===== config.mk =====
export PLATFORM = sky130hd
export DESIGN_NAME = minicomputer_io_page_registers_unit
export DESIGN_NICKNAME = d
export VERILOG_FILES = /design/src/rtl/iopr_pkg.sv /design/src/rtl/minicomputer_io_page_registers_unit.sv /design/src/rtl/iopr_line.sv
export SDC_FILE = /design/constraint.sdc
export NUM_CORES = 1
export LEC_CHECK = 0
export BUFFER_PORTS_ARGS = -buffer_cell sky130_fd_sc_hd__buf_2
export CAP_MARGIN = 20
export CORE_MARGIN = 4
export CORE_UTILIZATION = 60
export DETAILED_ROUTE_END_ITERATION = 8
export MAX_ROUTING_LAYER = met4
export PLACE_DENSITY = 0.82
export SYNTH_ARGS = -nofsm -noshare
export SYNTH_HDL_FRONTEND = slang
export SYNTH_SLANG_ARGS = --single-unit

===== constraint.sdc =====
create_clock -name clk -period 7.77 [get_ports clk]
set_input_delay 0.3885 -clock clk [delete_from_list [all_inputs] [get_ports clk]]
set_output_delay 0.3885 -clock clk [all_outputs]
set_load 0.05 [all_outputs]

===== src/rtl/iopr_pkg.sv =====
// Shared types, command codes and register addresses of the I/O page register unit.
package iopr_pkg;

	typedef enum logic [2:0] {
		CMD_WORD_READ  = 3'd0,
		CMD_WORD_WRITE = 3'd1,
		CMD_BYTE_WRITE = 3'd2,
		CMD_RX_CHAR    = 3'd3,
		CMD_TX_DONE    = 3'd4
	} cmd_t;

	// per-line register operations, at most one per beat
	typedef struct packed {
		logic rx_take;
		logic rx_stat_wr;
		logic tx_stat_wr;
		logic tx_buf_wr;
		logic rx_event;
		logic tx_event;
	} line_ctl_t;

	localparam logic [15:0] ADDR_PSW      = 16'hFFFE;
	localparam logic [15:0] ADDR_PSW_HI   = 16'hFFFF;
	localparam logic [15:0] ADDR_DK_STAT  = 16'hFF00;
	localparam logic [15:0] ADDR_DK_ERR   = 16'hFF02;
	localparam logic [15:0] ADDR_DK_CTL   = 16'hFF04;
	localparam logic [15:0] ADDR_DK_CTL_H = 16'hFF05;
	localparam logic [15:0] ADDR_DK_WC    = 16'hFF06;
	localparam logic [15:0] ADDR_DK_WC_H  = 16'hFF07;
	localparam logic [15:0] ADDR_DK_BA    = 16'hFF08;
	localparam logic [15:0] ADDR_DK_BA_H  = 16'hFF09;
	localparam logic [15:0] ADDR_DK_DA    = 16'hFF0A;
	localparam logic [15:0] ADDR_DK_DA_H  = 16'hFF0B;
	localparam logic [15:0] ADDR_CLK_STAT = 16'hFF66;
	localparam logic [15:0] ADDR_RCSR0    = 16'hFF70;
	localparam logic [15:0] ADDR_RBUF0    = 16'hFF72;
	localparam logic [15:0] ADDR_XCSR0    = 16'hFF74;
	localparam logic [15:0] ADDR_XBUF0    = 16'hFF76;
	localparam logic [15:0] ADDR_RCSR1    = 16'hFD40;
	localparam logic [15:0] ADDR_RBUF1    = 16'hFD42;
	localparam logic [15:0] ADDR_XCSR1    = 16'hFD44;
	localparam logic [15:0] ADDR_XBUF1    = 16'hFD46;
	localparam logic [15:0] ADDR_TS_HI    = 16'hFAB0;
	localparam logic [15:0] ADDR_TS_LO    = 16'hFAB2;
	localparam logic [15:0] ADDR_STK_LIM  = 16'hFFFC;
	localparam logic [15:0] ADDR_HALT     = 16'hFABC;

	localparam logic [15:0] DK_CTL_KEEP_W  = 16'hE0B0;
	localparam logic [15:0] DK_CTL_WR_W    = 16'h1F4F;
	localparam logic [15:0] DK_FUNC_MASK   = 16'h000E;
	localparam logic [15:0] DK_CTL_KEEP_BL = 16'hFFB0;
	localparam logic [15:0] DK_CTL_WR_BL   = 16'h004F;
	localparam logic [15:0] DK_CTL_KEEP_BH = 16'hE0FF;
	localparam logic [15:0] DK_CTL_WR_BH   = 16'h1F00;
	localparam logic [15:0] RX_TAKE_MASK   = 16'hFF7E;
	localparam logic [15:0] HALT_MAGIC     = 16'h1234;
	localparam logic [31:0] TS_FALLBACK    = 32'd1521180293;

	localparam int unsigned LINES = 2;

endpackage


===== src/rtl/minicomputer_io_page_registers_unit.sv =====
// Top level of the I/O page register unit: access decode, register file and result beat.
//
// I/O page register unit. Each beat is one bus access (word read, word
// write, byte write) or one serial line event (character received on a
// line, transmit done on a line), taken when start is high and busy is low.
// busy is always low: a new beat can be taken every clock cycle. The beat is
// held in an input register, decoded by shallow logic against the register
// file, and its result is presented from a result register. The result
// leaves the unit through that register, marked by done for exactly one
// cycle. The receiver cannot stall the unit and must take the result in that
// cycle. Register updates of one beat are visible to the beat right behind
// it. read_data is zero for every beat that is not a word read; tx_char and
// tx_unit are zero unless tx_valid is set. status_word always carries the
// processor status word as it stands after the beat. The disk engine and the
// real-time clock are outside: their current words arrive with every beat.
module minicomputer_io_page_registers_unit #(
	parameter int unsigned STACK_LIMIT_ENABLE = 1
) (
	input  logic        clk,
	input  logic        arst_n,
	input  logic        start,
	output logic        busy,
	input  logic [2:0]  cmd,
	input  logic [15:0] address,
	input  logic [15:0] data,
	input  logic        line_unit,
	input  logic [31:0] rtc_seconds,
	input  logic [15:0] disk_status,
	input  logic [15:0] disk_error,
	output logic        done,
	output logic [15:0] read_data,
	output logic        disk_start,
	output logic        halt_request,
	output logic        tx_valid,
	output logic        tx_unit,
	output logic [7:0]  tx_char,
	output logic [15:0] status_word
);
	import iopr_pkg::*;

	// input stage
	logic        valid_s1;
	logic [2:0]  cmd_s1;
	logic [15:0] addr_s1;
	logic [15:0] data_s1;
	logic        line_s1;
	logic [31:0] rtc_s1;
	logic [15:0] dstat_s1;
	logic [15:0] derr_s1;

	// register file
	logic [15:0] psw_q, psw_d;
	logic [15:0] dk_ctl_q, dk_ctl_d;
	logic [15:0] dk_wc_q, dk_wc_d;
	logic [15:0] dk_ba_q, dk_ba_d;
	logic [15:0] dk_da_q, dk_da_d;
	logic [15:0] clk_stat_q, clk_stat_d;
	logic [31:0] ts_q, ts_d;
	logic [15:0] stk_lim_q, stk_lim_d;

	// serial lines
	line_ctl_t   ln_ctl [LINES];
	line_ctl_t   ln_req [LINES];
	logic [15:0] ln_rcsr [LINES];
	logic [7:0]  ln_rbuf [LINES];
	logic [15:0] ln_xcsr [LINES];

	// result register
	logic        done_q;
	logic [15:0] rd_q, rd_d;
	logic        start_q, start_d;
	logic        halt_q, halt_d;
	logic        txv_q, txv_d;
	logic        txu_q, txu_d;
	logic [7:0]  txc_q, txc_d;
	logic [15:0] psw_out_q;

	logic [15:0] addr_even;
	logic [15:0] lo_byte;
	logic [15:0] hi_byte;
	logic [31:0] ts_pick;
	logic        stk_en;

	assign busy      = 1'b0;
	assign stk_en    = (STACK_LIMIT_ENABLE != 0);
	assign addr_even = {addr_s1[15:1], 1'b0};
	assign lo_byte   = {8'h00, data_s1[7:0]};
	assign hi_byte   = {data_s1[7:0], 8'h00};
	// a clock that reads as all zeros or all ones is not running: latch a fixed stamp
	assign ts_pick   = (rtc_s1 == 32'h0 || rtc_s1 == 32'hFFFF_FFFF) ? TS_FALLBACK : rtc_s1;

	// capture the beat
	always_ff @(posedge clk or negedge arst_n) begin
		if (!arst_n) begin
			valid_s1 <= 1'b0;
		end else begin
			valid_s1 <= start && !busy;
		end
	end

	always_ff @(posedge clk) begin
		if (start && !busy) begin
			cmd_s1   <= cmd;
			addr_s1  <= address;
			data_s1  <= data;
			line_s1  <= line_unit;
			rtc_s1   <= rtc_seconds;
			dstat_s1 <= disk_status;
			derr_s1  <= disk_error;
		end
	end

	// decode and next-state
	always_comb begin
		psw_d      = psw_q;
		dk_ctl_d   = dk_ctl_q;
		dk_wc_d    = dk_wc_q;
		dk_ba_d    = dk_ba_q;
		dk_da_d    = dk_da_q;
		clk_stat_d = clk_stat_q;
		ts_d       = ts_q;
		stk_lim_d  = stk_lim_q;
		rd_d       = '0;
		start_d    = 1'b0;
		halt_d     = 1'b0;
		txv_d      = 1'b0;
		txu_d      = 1'b0;
		txc_d      = '0;
		for (int i = 0; i < LINES; i++) begin
			ln_req[i] = '0;
		end

		case (cmd_t'(cmd_s1))
			CMD_WORD_READ: begin
				// odd word reads drop the low address bit
				case (addr_even)
					ADDR_PSW:      rd_d = psw_q;
					ADDR_DK_STAT:  rd_d = dstat_s1;
					ADDR_DK_ERR:   rd_d = derr_s1;
					ADDR_DK_CTL:   rd_d = dk_ctl_q;
					ADDR_DK_WC:    rd_d = dk_wc_q;
					ADDR_DK_BA:    rd_d = dk_ba_q;
					ADDR_DK_DA:    rd_d = dk_da_q;
					ADDR_CLK_STAT: rd_d = clk_stat_q;
					ADDR_RCSR0:    rd_d = ln_rcsr[0];
					ADDR_RBUF0: begin
						ln_req[0].rx_take = 1'b1;
						rd_d = ln_rcsr[0][7] ? {8'h00, ln_rbuf[0]} : 16'h0;
					end
					ADDR_XCSR0:    rd_d = ln_xcsr[0];
					ADDR_RCSR1:    rd_d = ln_rcsr[1];
					ADDR_RBUF1: begin
						ln_req[1].rx_take = 1'b1;
						rd_d = ln_rcsr[1][7] ? {8'h00, ln_rbuf[1]} : 16'h0;
					end
					ADDR_XCSR1:    rd_d = ln_xcsr[1];
					ADDR_TS_HI: begin
						ts_d = ts_pick;
						rd_d = ts_pick[31:16];
					end
					ADDR_TS_LO:    rd_d = ts_q[15:0];
					ADDR_STK_LIM:  rd_d = stk_en ? stk_lim_q : 16'h0;
					default:       rd_d = '0;
				endcase
			end
			CMD_WORD_WRITE: begin
				if (!addr_s1[0]) begin
					case (addr_s1)
						ADDR_PSW:      psw_d = data_s1;
						ADDR_DK_CTL: begin
							dk_ctl_d = (dk_ctl_q & DK_CTL_KEEP_W) | (data_s1 & DK_CTL_WR_W);
							start_d  = |(dk_ctl_d & DK_FUNC_MASK);
						end
						ADDR_DK_WC:    dk_wc_d = data_s1;
						ADDR_DK_BA:    dk_ba_d = data_s1;
						ADDR_DK_DA:    dk_da_d = data_s1;
						ADDR_CLK_STAT: clk_stat_d = data_s1;
						ADDR_RCSR0:    ln_req[0].rx_stat_wr = 1'b1;
						ADDR_XCSR0:    ln_req[0].tx_stat_wr = 1'b1;
						ADDR_XBUF0: begin
							ln_req[0].tx_buf_wr = 1'b1;
							txv_d = 1'b1;
							txc_d = data_s1[7:0];
						end
						ADDR_RCSR1:    ln_req[1].rx_stat_wr = 1'b1;
						ADDR_XCSR1:    ln_req[1].tx_stat_wr = 1'b1;
						ADDR_XBUF1: begin
							ln_req[1].tx_buf_wr = 1'b1;
							txv_d = 1'b1;
							txu_d = 1'b1;
							txc_d = data_s1[7:0];
						end
						ADDR_STK_LIM: begin
							if (stk_en) begin
								stk_lim_d = data_s1;
							end
						end
						ADDR_HALT:     halt_d = (data_s1 == HALT_MAGIC);
						default: begin
						end
					endcase
				end
			end
			CMD_BYTE_WRITE: begin
				case (addr_s1)
					ADDR_PSW:      psw_d = (psw_q & 16'hFF00) | lo_byte;
					ADDR_PSW_HI:   psw_d = (psw_q & 16'h00FF) | hi_byte;
					ADDR_DK_CTL: begin
						dk_ctl_d = (dk_ctl_q & DK_CTL_KEEP_BL) | (data_s1 & DK_CTL_WR_BL);
						start_d  = |(dk_ctl_d & DK_FUNC_MASK);
					end
					ADDR_DK_CTL_H: dk_ctl_d = (dk_ctl_q & DK_CTL_KEEP_BH) | (hi_byte & DK_CTL_WR_BH);
					ADDR_DK_WC:    dk_wc_d = (dk_wc_q & 16'hFF00) | lo_byte;
					ADDR_DK_WC_H:  dk_wc_d = (dk_wc_q & 16'h00FF) | hi_byte;
					ADDR_DK_BA:    dk_ba_d = (dk_ba_q & 16'hFF00) | lo_byte;
					ADDR_DK_BA_H:  dk_ba_d = (dk_ba_q & 16'h00FF) | hi_byte;
					ADDR_DK_DA:    dk_da_d = (dk_da_q & 16'hFF00) | lo_byte;
					ADDR_DK_DA_H:  dk_da_d = (dk_da_q & 16'h00FF) | hi_byte;
					// a byte write clears the high half of the clock status
					ADDR_CLK_STAT: clk_stat_d = lo_byte;
					ADDR_RCSR0:    ln_req[0].rx_stat_wr = 1'b1;
					ADDR_XCSR0:    ln_req[0].tx_stat_wr = 1'b1;
					ADDR_XBUF0: begin
						ln_req[0].tx_buf_wr = 1'b1;
						txv_d = 1'b1;
						txc_d = data_s1[7:0];
					end
					ADDR_RCSR1:    ln_req[1].rx_stat_wr = 1'b1;
					ADDR_XCSR1:    ln_req[1].tx_stat_wr = 1'b1;
					ADDR_XBUF1: begin
						ln_req[1].tx_buf_wr = 1'b1;
						txv_d = 1'b1;
						txu_d = 1'b1;
						txc_d = data_s1[7:0];
					end
					// the stack limit takes its byte write into the high half
					ADDR_STK_LIM: begin
						if (stk_en) begin
							stk_lim_d = (stk_lim_q & 16'h00FF) | hi_byte;
						end
					end
					default: begin
					end
				endcase
			end
			CMD_RX_CHAR: begin
				if (line_s1) begin
					ln_req[1].rx_event = 1'b1;
				end else begin
					ln_req[0].rx_event = 1'b1;
				end
			end
			CMD_TX_DONE: begin
				if (line_s1) begin
					ln_req[1].tx_event = 1'b1;
				end else begin
					ln_req[0].tx_event = 1'b1;
				end
			end
			default: begin
			end
		endcase

		// only a live beat may touch the lines
		for (int i = 0; i < LINES; i++) begin
			ln_ctl[i] = valid_s1 ? ln_req[i] : '0;
		end
	end

	for (genvar g = 0; g < LINES; g++) begin : g_line
		iopr_line u_line (
			.clk       (clk),
			.arst_n    (arst_n),
			.ctl       (ln_ctl[g]),
			.data      (data_s1),
			.rx_status (ln_rcsr[g]),
			.rx_buffer (ln_rbuf[g]),
			.tx_status (ln_xcsr[g])
		);
	end

	// commit register updates of a live beat
	always_ff @(posedge clk or negedge arst_n) begin
		if (!arst_n) begin
			psw_q      <= '0;
			dk_ctl_q   <= '0;
			dk_wc_q    <= '0;
			dk_ba_q    <= '0;
			dk_da_q    <= '0;
			clk_stat_q <= '0;
			ts_q       <= '0;
			stk_lim_q  <= '0;
		end else if (valid_s1) begin
			psw_q      <= psw_d;
			dk_ctl_q   <= dk_ctl_d;
			dk_wc_q    <= dk_wc_d;
			dk_ba_q    <= dk_ba_d;
			dk_da_q    <= dk_da_d;
			clk_stat_q <= clk_stat_d;
			ts_q       <= ts_d;
			stk_lim_q  <= stk_lim_d;
		end
	end

	// result beat: one cycle of done per live beat
	always_ff @(posedge clk or negedge arst_n) begin
		if (!arst_n) begin
			done_q <= 1'b0;
		end else begin
			done_q <= valid_s1;
		end
	end

	always_ff @(posedge clk) begin
		if (valid_s1) begin
			rd_q      <= rd_d;
			start_q   <= start_d;
			halt_q    <= halt_d;
			txv_q     <= txv_d;
			txu_q     <= txu_d;
			txc_q     <= txc_d;
			psw_out_q <= psw_d;
		end
	end

	assign done         = done_q;
	assign read_data    = rd_q;
	assign disk_start   = start_q;
	assign halt_request = halt_q;
	assign tx_valid     = txv_q;
	assign tx_unit      = txu_q;
	assign tx_char      = txc_q;
	assign status_word  = psw_out_q;

`ifndef SYNTHESIS
	// every accepted beat yields a result through the input and result registers
	a_beat_to_result: assert property (@(posedge clk) disable iff (!arst_n)
		(start && !busy) |-> ##2 done)
		else $error("accepted beat produced no result");

	// no result without an earlier accepted beat
	a_result_from_beat: assert property (@(posedge clk) disable iff (!arst_n)
		done |-> $past(start && !busy, 2))
		else $error("result without accepted beat");

	// a transmitted character and a read word never share a beat
	a_tx_no_read: assert property (@(posedge clk) disable iff (!arst_n)
		(done && tx_valid) |-> (read_data == 16'h0 && !disk_start && !halt_request))
		else $error("transmit beat carries other results");

	// the transmit line stays zero unless a character went out
	a_tx_quiet: assert property (@(posedge clk) disable iff (!arst_n)
		(done && !tx_valid) |-> (tx_char == 8'h00 && !tx_unit))
		else $error("tx fields set without tx_valid");
`endif

endmodule


===== src/rtl/iopr_line.sv =====
// One serial line: receive status and buffer, transmit status.
module iopr_line (
	input  logic                  clk,
	input  logic                  arst_n,
	input  iopr_pkg::line_ctl_t   ctl,
	input  logic [15:0]           data,
	output logic [15:0]           rx_status,
	output logic [7:0]            rx_buffer,
	output logic [15:0]           tx_status
);
	import iopr_pkg::*;

	logic [15:0] rx_status_q, rx_status_d;
	logic [7:0]  rx_buffer_q, rx_buffer_d;
	logic [15:0] tx_status_q, tx_status_d;

	always_comb begin
		rx_status_d = rx_status_q;
		rx_buffer_d = rx_buffer_q;
		tx_status_d = tx_status_q;
		// a buffer read only consumes the character when one is waiting
		if (ctl.rx_take && rx_status_q[7]) begin
			rx_status_d = rx_status_q & RX_TAKE_MASK;
		end
		if (ctl.rx_stat_wr) begin
			rx_status_d[6] = data[6];
			if (data[0]) begin
				rx_status_d[7] = 1'b0;
			end
		end
		if (ctl.rx_event) begin
			rx_buffer_d    = data[7:0];
			rx_status_d[7] = 1'b1;
		end
		if (ctl.tx_stat_wr) begin
			tx_status_d[6] = data[6];
		end
		if (ctl.tx_buf_wr) begin
			tx_status_d[7] = 1'b0;
		end
		if (ctl.tx_event) begin
			tx_status_d[7] = 1'b1;
		end
	end

	always_ff @(posedge clk or negedge arst_n) begin
		if (!arst_n) begin
			rx_status_q <= '0;
			rx_buffer_q <= '0;
			tx_status_q <= '0;
		end else begin
			rx_status_q <= rx_status_d;
			rx_buffer_q <= rx_buffer_d;
			tx_status_q <= tx_status_d;
		end
	end

	assign rx_status = rx_status_q;
	assign rx_buffer = rx_buffer_q;
	assign tx_status = tx_status_q;

endmodule


; Yosys cells after proc, flatten, opt, wreduce, memory -nomap -nowiden
; Index checks and enable logic that the tools add are counted.
[word_totals]
regBits = 298
inputBits = 103
out_inout_bits = 46
elab_cells = 200
[op_classes]
n_eq_ne = 55
mux = 78
bitwise_logic = 14
n_reduce_logical = 19
[op_table]
columns = op, count
row1 = $pmux W16 S2, 12
row2 = $eq A16 B16 Y1 const B, 19
row3 = $pmux W16 S17, 1
row4 = $mux W16, 16
row5 = $eq A15 B15 Y1 const B, 17
row6 = $or A8 B16 Y16, 5
row7 = $or A16 B8 Y16, 4
row8 = $mux W8, 6
row9 = $eq A32 B32 Y1 const B, 1
row10 = $logic_not A32 Y1, 1
row11 = $mux W32, 1
row12 = $or A16 B13 Y16, 2
row13 = $mux W1, 30
row14 = $reduce_and A5 Y1, 6
row15 = $eq A16 B13 Y1 const B, 1
row16 = $ne A2 B2 Y1 const B, 8
row17 = $or A16 B7 Y16, 1
row18 = $pmux W8 S2, 1
row19 = $mux W6, 2
row20 = $ne A3 B1 Y1 const B, 4
row21 = $pmux W3 S2, 2
row22 = $reduce_or A3 Y1, 3
row23 = $eq A3 B2 Y1 const B, 2
row24 = $mux W3, 2
row25 = 12 further kinds, 19

; Longest topological paths before layout
[depth]
word_depth = 10
ltp_mapped = 9
mapped_depth_nobuf = 6

; By module
; Synthesis repeated with hierarchy kept, for this count alone.
[hier_totals]
hier_cells = 1059
area_unflattened_um2 = 13563.0
[modules_own_cells]
columns = module, n_inst, cells_each, area_each_um2, seq_area_each_um2
row1 = minicomputer_io_page_registers_unit, 1, 945, 12171.7, 7427.1
row2 = iopr_line, 2, 57, 695.7, 300.3

; Least setup slack after synthesis
; OpenSTA, ideal clock, no wires.
[synth_path]
path_kind = register -> register
from = reg valid_s1
to = reg ts_q[0]
setup_time_ps = 121
arrival_ps = 2838
required_ps = 7649
slack_ps = 4811
path_stages_with_launch = 8
n_path_buf = 2
synth_period_minus_slack_ps = 2959
path_cell_list = dfrtp_1 -> clkbuf_1 -> inv_1 -> nor4_1 -> nand2_2 -> or2_2 -> buf_2 -> o22a_1
[synth_via]
elab_chain_cells = 1
[synth_lines]
columns = item, line
row1 = from (decl), minicomputer_io_page_registers_unit.sv:42  ; logic valid_s1;
row2 = from (signal assigned), minicomputer_io_page_registers_unit.sv:97  ; valid_s1 <= start && !busy;
row3 = $reduce_and A3 Y1 (no source line), n/a
row4 = to (signal assigned), minicomputer_io_page_registers_unit.sv:300  ; ts_q <= ts_d;
row5 = to (decl), minicomputer_io_page_registers_unit.sv:58  ; logic [31:0] ts_q, ts_d;
; No other way between the ends.
; A chain may end at the register's enable or synchronous reset.

; Worst setup path in the final report
[layout_path]
from = reg addr_s1[3]
to = reg rd_q[13] (netlist: read_data[13]) (data pin)
[layout_via]
elab_chain_cells = 2
elab_cells_between_ends = 18
cone_classes = eq/ne: 17 / mux: 1
[layout_lines]
columns = item, line
row1 = from (decl), minicomputer_io_page_registers_unit.sv:44  ; logic [15:0] addr_s1;
row2 = from (signal assigned), minicomputer_io_page_registers_unit.sv:104  ; addr_s1 <= address;
row3 = $eq A15 B15 Y1, minicomputer_io_page_registers_unit.sv:136  ; case (addr_even)
row4 = $pmux W16 S17 *, minicomputer_io_page_registers_unit.sv:136
row5 = to (signal assigned), minicomputer_io_page_registers_unit.sv:316  ; rd_q <= rd_d;
row6 = to (decl), minicomputer_io_page_registers_unit.sv:70  ; logic [15:0] rd_q, rd_d;
; Every way passes the cells marked *; elsewhere a longest branch is shown, timed or not.

==> impl_summary.md <==
Finish
The repair_antennas step left the layout with diodes totalling 0. The most common cell after layout, fill and taps aside is dfrtp_1. From synthesis to final layout, the design area changed by 23.3%. The final layout contains 1271 nets.

In the layout the commonest cells are dfrtp_1 (147), buf_2 (146), edfxtp_1 (144), mux2_2 (96), dlygate4sd3_1 (84). For this run, the number of standard cells in the final layout without fillers is approximately 1500. The post-route netlist has between 20 and 30% of its cells at a drive strength greater than 1.

Clock tree
After clock tree synthesis, the repair step resized 0 gates. CTS saw slightly below 300 sinks. CTS built an H-tree with a depth of 1. The clock latency on the worst-skew pair is about 0.57 ns. The clock passes through at most 3 buffers.

The tree is rooted in a clkbuf_16. The clock-pin slew reported for the worst setup and hold paths after clock tree synthesis is 0.07 ns. TritonCTS built the clock tree. Buffers inserted during clock tree synthesis total 29.

Worst setup path
Among all stages on the critical path, the largest delay is contributed by o41ai_4. The nature of the critical path startpoint is a register. Along the worst path, the maximum fanout reaches 17. The delay of the slowest cell on the worst path is slightly below 0.9 ns. The critical path contains buffers and inverters numbering 0 combined. The critical path is of the register to register type.

The critical path goes through nand3b_1 > nor4_1 > and2_1 > or4_1 > o41ai_4 > a31oi_1. On the critical path the largest part of the delay comes from simple AND/OR/NAND/NOR gates. The critical path data arrival time is 3.77 ns. The type of element capturing the critical path is a register. The required arrival time at the worst endpoint is approximately 8 ns.

Yosys
The number of synthesized register bits is between 200 and 300. During synthesis, Yosys emitted a total of 0 warnings. Among all flip-flop cells after synthesis, the most frequent one is dfrtp_1. The share of flip-flops with an asynchronous set or reset after synthesis is around half.

The mapped netlist covers around 13000 sq um. The number of nets in the synthesized netlist is about 1000. The fraction of the mapped netlist area in compound gates is between 10% and 20%. Of the total synthesized cell area, the portion taken by full adders, half adders and majority gates is 0%. The main combinational cell family by area after synthesis is compound AO/OA/AOI/OAI gates. The fraction of the mapped netlist area in simple logic gates is 10.6%. The post-synthesis instance total is ~950. The XOR/XNOR share of the synthesized area is 0%.

The multiplexer share of the synthesized area is between 10% and 20%. The mean instance size in the synthesized netlist is roughly 13 sq um. The number of enable flip-flop cells after synthesis is 144.

Of the synthesized area, sequential elements account for a little under two thirds. The number of distinct library cell variants in the gate-level netlist after synthesis is 71.

Floorplanning
The floorplan has between 50 and 60 rows. The full die area is about 23000 sq um. The starting density of the core is between 60% and 70%. During I/O placement, the number of pins put on the boundary was ~150.

In this run the vertical extent of the chip is ~150 um. The width of the die is 153 um. The region available for standard cell placement spans 20400 sq um.

STA
Setup repair after global routing left no endpoint under its margin. The setup slack after layout is between 4 and 5 ns. The hold violation count in the final report is 0.

The worst path needs around 3.5 ns of the cycle, external delays included. The worst setup skew after layout is 0.0171 ns. The total count of max-transition violations in the final report is 0. The number of endpoints failing setup at the final stage is 0. The worst slew margin relative to its limit is about a quarter. Hold is met by just under 0.006 ns. At the pin with the least slew margin, the transition time is between 1 and 1.5 ns. The worst path uses 45.1% of the clock period.

Setup total negative slack on the finished layout was measured at 0 ns. Static timing analysis puts the maximum clock frequency at about 0.29 GHz.

Worst hold path
The kind of path behind the tightest hold check is input pin to register.

Global routing
The via count of the first global-routing pass came to about 9900. The first global-routing pass estimated about 57 mm of wire. Global routing used between 30% and 40% of the available tracks across all layers.

Entering global routing, the biggest net connects between 70 and 80 pins. The number of antenna violations at the first check in global routing came to 0. Summed over all layers, the global routing overflow is 0.

Drt
Wires add up to roughly 38 mm. The detailed router placed roughly 9800 vias in this run. The total iterations of the first detailed-routing run is 7. The starting DRC count in detailed routing is ~1300. The detail route stage leaves a number of antenna-violating nets equal to 0. The average via count per standard cell is 6.69. In the routed design, unresolved DRC markers number 0.

The average detailed-routed wire length per instance is between 20 and 30 um.

Status
The run finished with clean final reports.

Power and ir drop
The power per unit of standard cell area is roughly 250 nW/um^2. The leakage power is about 0.0064 uW. The worst-case IR drop observed on VDD is about 0.00026 V.

Place
After legalization and detailed placement, the total HPWL measured approximately 23 mm. Buffers placed on the I/O ports in this run total between 100 and 150. The last weighted congestion value of the routability-driven placer is between 1 and 1.5.

Including well taps, the total number of placed cells is between 1000 and 1500. Timing analysis after detailed placement gives a worst setup slack of 4.46 ns.

Job
Max-cap violations in this run came to 0.
## registers in the layout, indices dropped and copies added, names as in the netlist, 3 cells and up
name                     cells
rtc_s1                      32
addr_s1                     16
clk_stat_q                  16
data_s1                     16
derr_s1                     16
dk_ba_q                     16
dk_da_q                     16
dk_wc_q                     16
dstat_s1                    16
g_line.u_line.rx_buffer     16
psw_q                       16
read_data                   16
status_word                 16
stk_lim_q                   16
ts_q                        16
dk_ctl_q                    10
tx_char                      8
g_line.u_line.rx_status      4
g_line.u_line.tx_status      4
cmd_s1                       3
## metrics by stage
step                power, uW  instance area [sq um]  utilization (%)
floorplan                2060                  12600                -
global placement         2180                  13600             66.4
detailed placement       2200                  13600             66.4
CTS                      3840                  15500             75.8
global route             3960                  15500             76.1
finish                   3860                  15500             76.1
## cells in the mapped netlist, types with 9 or more instances
library cell    n  area share [%]
a222oi_1       12            0.95
nand2_1        68             2.0
nor2b_1        14            0.70
a31oi_1        12            0.60
and2_1         10            0.50
a21o_1         10            0.60
clkbuf_1       35             1.0
a221oi_1       15             1.0
nand4_1        20            0.99
o22a_1         11            0.76
nor4_1         20            0.99
buf_2          14            0.56
nor2_1         40             1.2
nand3_1         9            0.36
a22o_1         28             1.9
mux2_2         96             8.6
mux2i_1        22             1.7
dfrtp_1       148              29
edfxtp_1      144              34
o21ai_0        42             1.7
a21oi_1        60             2.4
## timing repair
action | 4_1_cts | 5_1_grt
setup endpoints to repair | 0 | 0
setup buffers | 0 | 0
hold endpoints to repair | 153 | 4
hold buffers | 80 | 4
## routing by layer
| metal | global-route usage, % | up-vias | wire [um] |
|---|---|---|---|
| li1 | - | 4120 | - |
| met3 | 5.80 | 164 | 3600 |
| met2 | 53.7 | 684 | 18600 |
| met5 | - | - | 0 |
| met4 | 12.5 | 0 | 1910 |
| met1 | 40.2 | 4807 | 13500 |
## power by group
group | internal [uW] | switching, uW
combinational | 148 | 190
clock | 1010 | 625
sequential | 1770 | 117
total | 2920 | 931
## final cells by class
| class | instances | area [sq um] |
|---|---|---|
| flip-flops and latches | 292 | 8030 |
| clock inverters | 21 | 358 |
| fillers | 1262 | 4890 |
| well taps | 270 | 338 |
| clock buffers | 33 | 761 |
| inverters | 3 | 11.3 |
| multi-input cells | 595 | 4340 |
| repair buffers | 247 | 1700 |
## path summary, 6_finish.rpt
check | startpoint | endpoint | slack [ns] | depth (start not counted)
max | addr_s1[3]$_DFFE_PP_ | read_data[13]$_SDFFCE_PP0P_ | 4.26 | 6
min | rtc_seconds[1] | rtc_s1[1]$_DFFE_PP_ | 0.006 | 1
max reg2reg | addr_s1[3]$_DFFE_PP_ | read_data[13]$_SDFFCE_PP0P_ | 4.26 | 6
min reg2reg | stk_lim_q[10]$_DFFE_PN0N_ | stk_lim_q[10]$_DFFE_PN0N_ | 0.49 | 2
max in group asynchronous | arst_n | stk_lim_q[7]$_DFFE_PN0P_ | 5.90 | 3
min in group asynchronous | arst_n | valid_s1$_DFF_PN0_ | 0.43 | 2
## cell families after synthesis
group	count (synthesis)
mux	118
buf+inv	58
simple gates	241
flops	292
other cells	1
compound gates	235
No activity file was read; power rests on OpenSTA's default activity.
